**src/hw/rtl/lfr_pkg.sv**
```systemverilog
// Shared types and constants for the LRU frame replacer.
package lfr_pkg;

    localparam int FRAME_W = 6;
    localparam int CNT_W   = 7;

    typedef enum logic [1:0] {
        OP_VICTIM = 2'd0,
        OP_PIN    = 2'd1,
        OP_UNPIN  = 2'd2
    } op_t;

endpackage

```
**src/hw/rtl/lru_frame_replacer_top.sv**
```systemverilog
// LRU frame replacer: list of evictable frames held in a row of shifting cells.
// An accepted transaction passes the input register, then the result register.
// One operation per cycle unless out_stall; every cell compares and shifts in the same cycle.
// Cell 0 holds the oldest frame, so a victim reads a fixed position.
// Reset (rst_n low, asynchronous) empties the list and clears every listed flag.
// The cells hold no reset value; only positions below the list length are used.
module lru_frame_replacer_top
    import lfr_pkg::*;
#(
    parameter int NUM_FRAMES = 64
)
(
    input  logic               clk,
    input  logic               rst_n,
    input  logic               in_valid,
    output logic               in_stall,
    input  logic [1:0]         op,
    input  logic [FRAME_W-1:0] frame,
    output logic               out_valid,
    input  logic               out_stall,
    output logic               victim_found,
    output logic [FRAME_W-1:0] victim_frame,
    output logic [CNT_W-1:0]   listed_count
);

    localparam int LEN_W = $clog2(NUM_FRAMES + 1);
    localparam int LVLS  = ($clog2(NUM_FRAMES) < 1) ? 1 : $clog2(NUM_FRAMES);

    // input stage
    logic               valid1_reg;
    logic [1:0]         op1_reg;
    logic [FRAME_W-1:0] frame1_reg;

    // list state
    logic [FRAME_W-1:0]    cell_reg [NUM_FRAMES];
    logic [FRAME_W-1:0]    cell_next [NUM_FRAMES];
    logic [NUM_FRAMES-1:0] flags_reg;
    logic [NUM_FRAMES-1:0] flags_next;
    logic [LEN_W-1:0]      len_reg;
    logic [LEN_W-1:0]      len_next;

    // result stage
    logic               out_valid_reg;
    logic               found_reg;
    logic [FRAME_W-1:0] vframe_reg;
    logic [CNT_W-1:0]   count_reg;

    logic s2_load;
    logic adv;
    logic in_accept;

    logic [NUM_FRAMES-1:0] frame_hit;
    logic [NUM_FRAMES-1:0] vict_hit;
    logic [NUM_FRAMES-1:0] pos_valid;
    logic [NUM_FRAMES-1:0] match;
    logic [NUM_FRAMES-1:0] pfx [LVLS+1];
    logic [NUM_FRAMES-1:0] shift;
    logic                  in_range;
    logic                  listed;
    logic                  victim_do;
    logic                  pin_do;
    logic                  unpin_do;

    assign s2_load   = !out_valid_reg || !out_stall;
    assign adv       = valid1_reg && s2_load;
    assign in_stall  = valid1_reg && !s2_load;
    assign in_accept = in_valid && !in_stall;

    always_comb
    begin
        for (int f = 0; f < NUM_FRAMES; f++)
        begin
            frame_hit[f] = (f < (1 << FRAME_W)) && (frame1_reg == FRAME_W'(f));
            vict_hit[f]  = (f < (1 << FRAME_W)) && (cell_reg[0] == FRAME_W'(f));
            pos_valid[f] = LEN_W'(f) < len_reg;
            match[f]     = pos_valid[f] && (cell_reg[f] == frame1_reg);
        end
    end

    assign in_range = |frame_hit;
    assign listed   = |(frame_hit & flags_reg);

    assign victim_do = adv && (op1_reg == OP_VICTIM) && (len_reg != '0);
    assign pin_do    = adv && (op1_reg == OP_PIN) && listed;
    assign unpin_do  = adv && (op1_reg == OP_UNPIN) && in_range && !listed
                       && (len_reg < LEN_W'(NUM_FRAMES));

    // prefix OR: every position at or above the pinned frame moves down one
    always_comb
    begin
        pfx[0] = match;
        for (int l = 0; l < LVLS; l++)
        begin
            pfx[l+1] = pfx[l] | (pfx[l] << (1 << l));
        end
        shift = {NUM_FRAMES{victim_do}} | ({NUM_FRAMES{pin_do}} & pfx[LVLS]);
    end

    always_comb
    begin
        for (int i = 0; i < NUM_FRAMES; i++)
        begin
            if (shift[i])
            begin
                cell_next[i] = (i + 1 < NUM_FRAMES) ? cell_reg[(i + 1) % NUM_FRAMES]
                                                    : cell_reg[i];
            end
            else if (unpin_do && (LEN_W'(i) == len_reg))
            begin
                cell_next[i] = frame1_reg;
            end
            else
            begin
                cell_next[i] = cell_reg[i];
            end
        end
    end

    always_comb
    begin
        for (int f = 0; f < NUM_FRAMES; f++)
        begin
            flags_next[f] = flags_reg[f];
            if (unpin_do && frame_hit[f])
            begin
                flags_next[f] = 1'b1;
            end
            if ((pin_do && frame_hit[f]) || (victim_do && vict_hit[f]))
            begin
                flags_next[f] = 1'b0;
            end
        end
    end

    always_comb
    begin
        priority if (victim_do || pin_do)
        begin
            len_next = len_reg - LEN_W'(1);
        end
        else if (unpin_do)
        begin
            len_next = len_reg + LEN_W'(1);
        end
        else
        begin
            len_next = len_reg;
        end
    end

    // control state
    always_ff @(posedge clk or negedge rst_n)
    begin
        if (!rst_n)
        begin
            valid1_reg    <= 1'b0;
            out_valid_reg <= 1'b0;
            flags_reg     <= '0;
            len_reg       <= '0;
        end
        else
        begin
            if (in_accept)
            begin
                valid1_reg <= 1'b1;
            end
            else if (adv)
            begin
                valid1_reg <= 1'b0;
            end
            if (s2_load)
            begin
                out_valid_reg <= valid1_reg;
            end
            flags_reg <= flags_next;
            len_reg   <= len_next;
        end
    end

    // payload
    always_ff @(posedge clk)
    begin
        if (in_accept)
        begin
            op1_reg    <= op;
            frame1_reg <= frame;
        end
        if (adv)
        begin
            found_reg  <= victim_do;
            vframe_reg <= victim_do ? cell_reg[0] : '0;
            count_reg  <= CNT_W'(len_next);
            for (int i = 0; i < NUM_FRAMES; i++)
            begin
                cell_reg[i] <= cell_next[i];
            end
        end
    end

    assign out_valid    = out_valid_reg;
    assign victim_found = found_reg;
    assign victim_frame = vframe_reg;
    assign listed_count = count_reg;

    // one flag set for each listed frame
    a_flags_match_len: assert property (@(posedge clk) disable iff (!rst_n)
        $countones(flags_reg) == int'(len_reg))
        else $error("listed flags disagree with list length");

    a_len_bound: assert property (@(posedge clk) disable iff (!rst_n)
        len_reg <= LEN_W'(NUM_FRAMES))
        else $error("list length beyond capacity");

    a_no_victim_zero: assert property (@(posedge clk) disable iff (!rst_n)
        out_valid_reg && !found_reg |-> vframe_reg == '0)
        else $error("victim frame set without a victim");

    a_stall_needs_item: assert property (@(posedge clk) disable iff (!rst_n)
        in_stall |-> valid1_reg && out_valid_reg)
        else $error("input stalled with an empty pipeline");

    a_victim_shrinks: assert property (@(posedge clk) disable iff (!rst_n)
        victim_do |=> len_reg == $past(len_reg) - LEN_W'(1))
        else $error("victim did not shorten the list");

endmodule

```
**config.mk**
```make
export PLATFORM = sky130hd
export DESIGN_NAME = lru_frame_replacer_top
export DESIGN_NICKNAME = d
export VERILOG_FILES = /design/src/hw/rtl/lfr_pkg.sv /design/src/hw/rtl/lru_frame_replacer_top.sv
export SDC_FILE = /design/constraint.sdc
export NUM_CORES = 1
export LEC_CHECK = 0
export BUFFER_PORTS_ARGS = -buffer_cell sky130_fd_sc_hd__buf_4
export CORE_ASPECT_RATIO = 0.7
export CORE_UTILIZATION = 40
export DETAILED_ROUTE_END_ITERATION = 7
export GPL_ROUTABILITY_DRIVEN = 0
export SYNTH_ARGS = -nofsm -noshare
export SYNTH_HDL_FRONTEND = slang
export SYNTH_SLANG_ARGS = --single-unit
```
**constraint.sdc**
```tcl
create_clock -name clk -period 10.3 [get_ports clk]
set_input_delay 1.03 -clock clk [delete_from_list [all_inputs] [get_ports clk]]
set_output_delay 1.03 -clock clk [all_outputs]
set_load 0.005 [all_outputs]
```
# Yosys cells after proc, flatten, opt, wreduce, memory -nomap -nowiden
# Memory sizes are Yosys's and may differ from the RTL's.
# Index checks and enable logic that the tools add are counted.
# Widths: inputs -> output; s select.
word_totals:
  out_inout_bits: 16
  in_bits: 12
  n_memories: 1
  regBits: 95
  mem_bits_rw: 384
  elab_cells: 1140
op_classes:
  n_bitwise: 9
  n_eq_ne: 255
  order_cmp: 65
  n_mux: 262
  add_sub_neg: 2
  reduce_logical: 474
mem_list:
  columns: ["memory", "words", "word_bits", "rd", "rd_ports_with_merged_regs", "wr", "line_no", "rtl"]
  rows:
  - ["cell_reg", 64, 6, 64, 0, 64, "lru_frame_replacer_top.sv:35", "logic [FRAME_W-1:0] cell_reg [NUM_FRAMES];"]
op_table:
  columns: ["op", "n"]
  rows:
  - ["$mux 6", 128]
  - ["$or 64x64->64", 7]
  - ["$eq 6x6->1", 64]
  - ["$eq 6x6->1 const B", 64]
  - ["$logic_and 1x1->1", 331]
  - ["$eq 6x7->1 const A", 32]
  - ["$lt 6x7->1 const A", 32]
  - ["$eq 6x5->1 const B", 32]
  - ["$mux 1", 132]
  - ["$reduce_bool 2->1", 65]
  - ["$and 64x64->64", 2]
  - ["$reduce_or 64->1", 2]
  - ["$eq 5x7->1 const A", 16]
  - ["$lt 5x7->1 const A", 16]
  - ["$eq 6x4->1 const B", 16]
  - ["$logic_or 1x1->1", 66]
  - ["$eq 4x7->1 const A", 8]
  - ["$lt 4x7->1 const A", 8]
  - ["$eq 6x3->1 const B", 8]
  - ["$eq 3x7->1 const A", 4]
  - ["$lt 3x7->1 const A", 4]
  - ["$eq 6x2->1 const B", 4]
  - ["$eq 2x7->1 const A", 2]
  - ["$lt 1x7->1 const A", 2]
  - ["14 further kinds", 22]

# Longest topological paths before layout
depth:
  ltp_word: 11
  ltp_mapped: 18
  depth_no_buf: 11

# Worst setup path after synthesis
# Ideal clock, no wire load.
synth_timing:
  path_type: "reg2reg"
  from: "register len_reg[1]"
  to: "memory cell_reg[33][4] (netlist: cell_reg[1][10]), data pin"
  t_arrival_ps: 3833
  path_slack_ps: 6208
  synth_period_minus_slack_ps: 4092
  t_required_ps: 10040
  path_stages_with_launch: 17
  setup_time_ps: 260
  cell_sequence: "dfrtp_1 clkbuf_1 clkbuf_1 inv_1 ha_1 nor2b_1 and2_0 or4_1 clkbuf_1 o311ai_1 and4b_1 buf_2 nand3_2 buf_2 nor2_1 a31oi_2 mux2_2"
synth_lines:
  columns: ["element", "line_no", "rtl"]
  rows:
  - ["from (decl)", "lru_frame_replacer_top.sv:39", "logic [LEN_W-1:0] len_reg;"]
  - ["from (signal assigned)", "lru_frame_replacer_top.sv:176", "len_reg <= len_next;"]
  - ["to (decl)", "lru_frame_replacer_top.sv:35", null]

==> impl_metrics.sql <==
INSERT INTO impl_metrics (metric_group, metric, value, unit) VALUES
('outcome', 'outcome', 'complete, no violations', ''),
('synth', 'synth_area_per_cell', '12.5', 'um^2'),
('setup_path', 'startpoint_type', 'register', ''),
('drt', 'final_antenna_net_count', '0', ''),
('cts', 'ctsLongestPathBuffers', '3', ''),
('grt', 'gr-total-overflow', '0', ''),
('synth', 'synthTopCellsByCount', '406 x edfxtp_1, 371 x mux2_2, 219 x xor2_1, 163 x xnor2_1, 86 x clkbuf_1', ''),
('synth', 'yosysSeqAreaShare', '0.502', ''),
('cts', 'cts_made_buffers', '48', ''),
('cts', 'worstSkewPairLatency', '0.60', 'ns'),
('synth', 'yosys_warnings', '0', ''),
('synth', 'ys_seq_elements', '479', ''),
('synth', 'post-synth-top-area-fraction', '0.437', ''),
('setup_path', 'critical_path_class', 'reg2reg', ''),
('power', 'powerDensity', '174', 'nW/um^2'),
('setup_path', 'critical_path_arrival', '6.92', 'ns'),
('job', 'timing.max_cap.violations', '0', ''),
('grt', 'antenna_found_initial', '5', ''),
('timing', 'rsz0062_at_grt', 'no', ''),
('timing', 'finalHoldWorstSlack', '0.495', 'ns'),
('grt', 'track_usage', '0.222', ''),
('drt', 'drcViolationCount', '0', ''),
('die', 'chipWidth', '318', 'um'),
('grt', 'wire_length_of_the_first_global_routing_pass', '120000', 'um'),
('setup_path', 'setup.worst_path.end_class', 'register', ''),
('layout', 'post-route-util', '0.440', ''),
('die', 'die_h', '223', 'um'),
('place', 'hpwlAfterDp', '53300', 'um'),
('setup_path', 'setup.reg_to_reg.worst_slack', '3.65', 'ns'),
('cts', 'cts_root_buf', 'clkbuf_16', ''),
('setup_path', 'regToRegStartpoint', 'frame1_reg[1]', ''),
('drt', 'drt_first_pass_iters', '5', ''),
('die', 'effective_utilization_at_floorplan', '0.407', ''),
('cts', 'cts.hold.buffers_added', '0', ''),
('drt', 'vias_per_cell', '6.07', ''),
('cts', 'cts.htree.levels', '2', ''),
('setup_path', 'cp_cell_sequence', 'buf_4 -> nor4bb_1 -> nor3b_1 -> a2111oi_0 -> nand4_1 -> nor4_4 -> and4b_1 -> buf_4 -> nand2_1 -> nor3_1 -> a41o_1', ''),
('place', 'place_area', '28600', 'um^2'),
('drt', 'via_count', '18900', ''),
('drt', 'dr.first_iter.drc_count', '2079', ''),
('timing', 'timing.fmax', '150', 'MHz'),
('min_path', 'timing.hold.worst_path_depth', '1', ''),
('timing', 'worst_margin_pin_slew', '1.42', 'ns'),
('setup_path', 'max_stage_delay', '1.10', 'ns'),
('setup_path', 'crit_path_frequent_cell', 'buf_4', ''),
('setup_path', 'crit-reg2reg-capture', 'cell_reg[1][155]', ''),
('layout', 'layout-drive-gt1-share', '0.256', ''),
('synth', 'syn_inst', '2239', ''),
('synth', 'postSynthNetCount', '2256', ''),
('setup_path', 'critical_path.top_delay_family', 'simple AND/OR/NAND/NOR gates', ''),
('cts', 'cts-resized-gates', '0', ''),
('synth', 'post_synth_edffs', '406', ''),
('die', 'num_io_pins', '28', ''),
('cts', 'tritoncts', 'done', ''),
('synth', 'postSynth.topFlopCell', 'edfxtp_1', ''),
('power', 'total_power', '5240', 'uW'),
('timing', 'timing.final.crit_share', '0.645', ''),
('min_path', 'hp-start', 'valid1_reg', ''),
('synth', 'synth_largest_area_cell', 'edfxtp_1', ''),
('synth', 'post_synth_main_area_contributors', 'edfxtp_1 44%, mux2_2 15%, xor2_1 6.9%', ''),
('layout', 'multi_input_area', '12800', 'um^2'),
('power', 'max-vdd-ir-drop', '0.124', 'mV'),
('setup_path', 'path_depth', '11', ''),
('layout', 'finish.net_count', '2199', ''),
('layout', 'fillers', '6173', ''),
('synth', 'synth_most_common_cell', 'edfxtp_1', ''),
('layout', 'number_of_flip_flops_under_the_largest_register_name', '384', ''),
('grt', 'grt_start_max_net_pins', '136', ''),
('min_path', 'hold_end', 'out_valid', ''),
('cts', 'cts.clk_slew.worst_paths', '0.06', 'ns'),
('cts', 'cts_setup_buffers', '0', '');
-- cells in the final DEF (no fill, tap or decap), types with 8 or more instances in the layout --
cell type,n
o21bai_1,10
clkinv_1,17
xor2_1,219
and3_1,8
a211oi_1,15
o21ai_0,44
nor4_1,33
buf_4,68
nand2b_1,18
a21oi_1,74
clkinv_2,9
dfrtp_1,73
a221oi_1,62
nor3_1,45
edfxtp_1,406
inv_1,18
o31ai_1,9
nand4_1,45
o22ai_1,10
a21oi_2,11
nor2b_1,13
mux2_2,371
a41o_1,9
a2111oi_0,13
xnor2_1,163
nand3b_1,10
nor2_1,43
and2_1,19
or4_1,9
o21ai_1,14
clkbuf_16,49
o211ai_1,11
nand3_1,47
nand2_1,83
-- metal layers --
layer / vias up / GRT usage / part of all wire
li1: 8373 / - / -
met1: 9474 / 0.324 / 0.45
met5: - / 0 / 0.00034
met2: 947 / 0.308 / 0.41
met4: 4 / 0.0570 / 0.022
met3: 141 / 0.0798 / 0.12
-- layout make-up --
cell class | count | area share
Timing Repair Buffer | 72 | 0.0196
Sequential cell | 479 | 0.465
Tap cell | 902 | 0.0374
Clock buffer | 56 | 0.0419
Clock inverter | 31 | 0.00871
Multi-Input combinational cell | 1562 | 0.425
Antenna cell | 1 | 0.0000830
Inverter | 19 | 0.00237
-- report_power, final --
part / internal [uW] / total [uW] / switching (uW)
Sequential: 2280 / 2370 / 96.3
Combinational: 371 / 1100 / 727
Clock: 996 / 1770 / 777
Total: 3640 / 5240 / 1600
-- worst max path at each step --
stage | from | to | slack [ns]
after global placement | frame1_reg[1] | cell_reg[1][150] | 4.14
after detailed placement | frame1_reg[1] | cell_reg[1][155] | 3.85
after floorplan | len_reg[1] | cell_reg[1][10] | 6.21
after global routing | frame1_reg[1] | cell_reg[1][155] | 3.45
after CTS | frame1_reg[1] | cell_reg[1][155] | 3.84
final | frame1_reg[1] | cell_reg[1][155] | 3.65
-- through the flow --
stage / instances / worst slack (ns)
final: 3122 / 3.65
after global routing: 3121 / 3.45
after CTS: 3121 / 3.84
after detailed placement: 3034 / 3.85
after global placement: 3034 / 4.14
after floorplan: 2239 / 6.21
-- cell families (layout without fill, tap and decap cells) --
group                    Yosys count  after routing  synth area share
XOR/XNOR                         382            382             0.120
multiplexers                     377            377             0.152
adder cells (fa/ha/maj)            5              5           0.00224
buffers and inverters            198            178            0.0403
AO/OA/AOI/OAI                    351            351            0.0905
flip-flops                       479            479             0.502
AND/OR/NAND/NOR                  447            447            0.0930
other                              0              1                 0
Power figures use the tool's default switching activity.
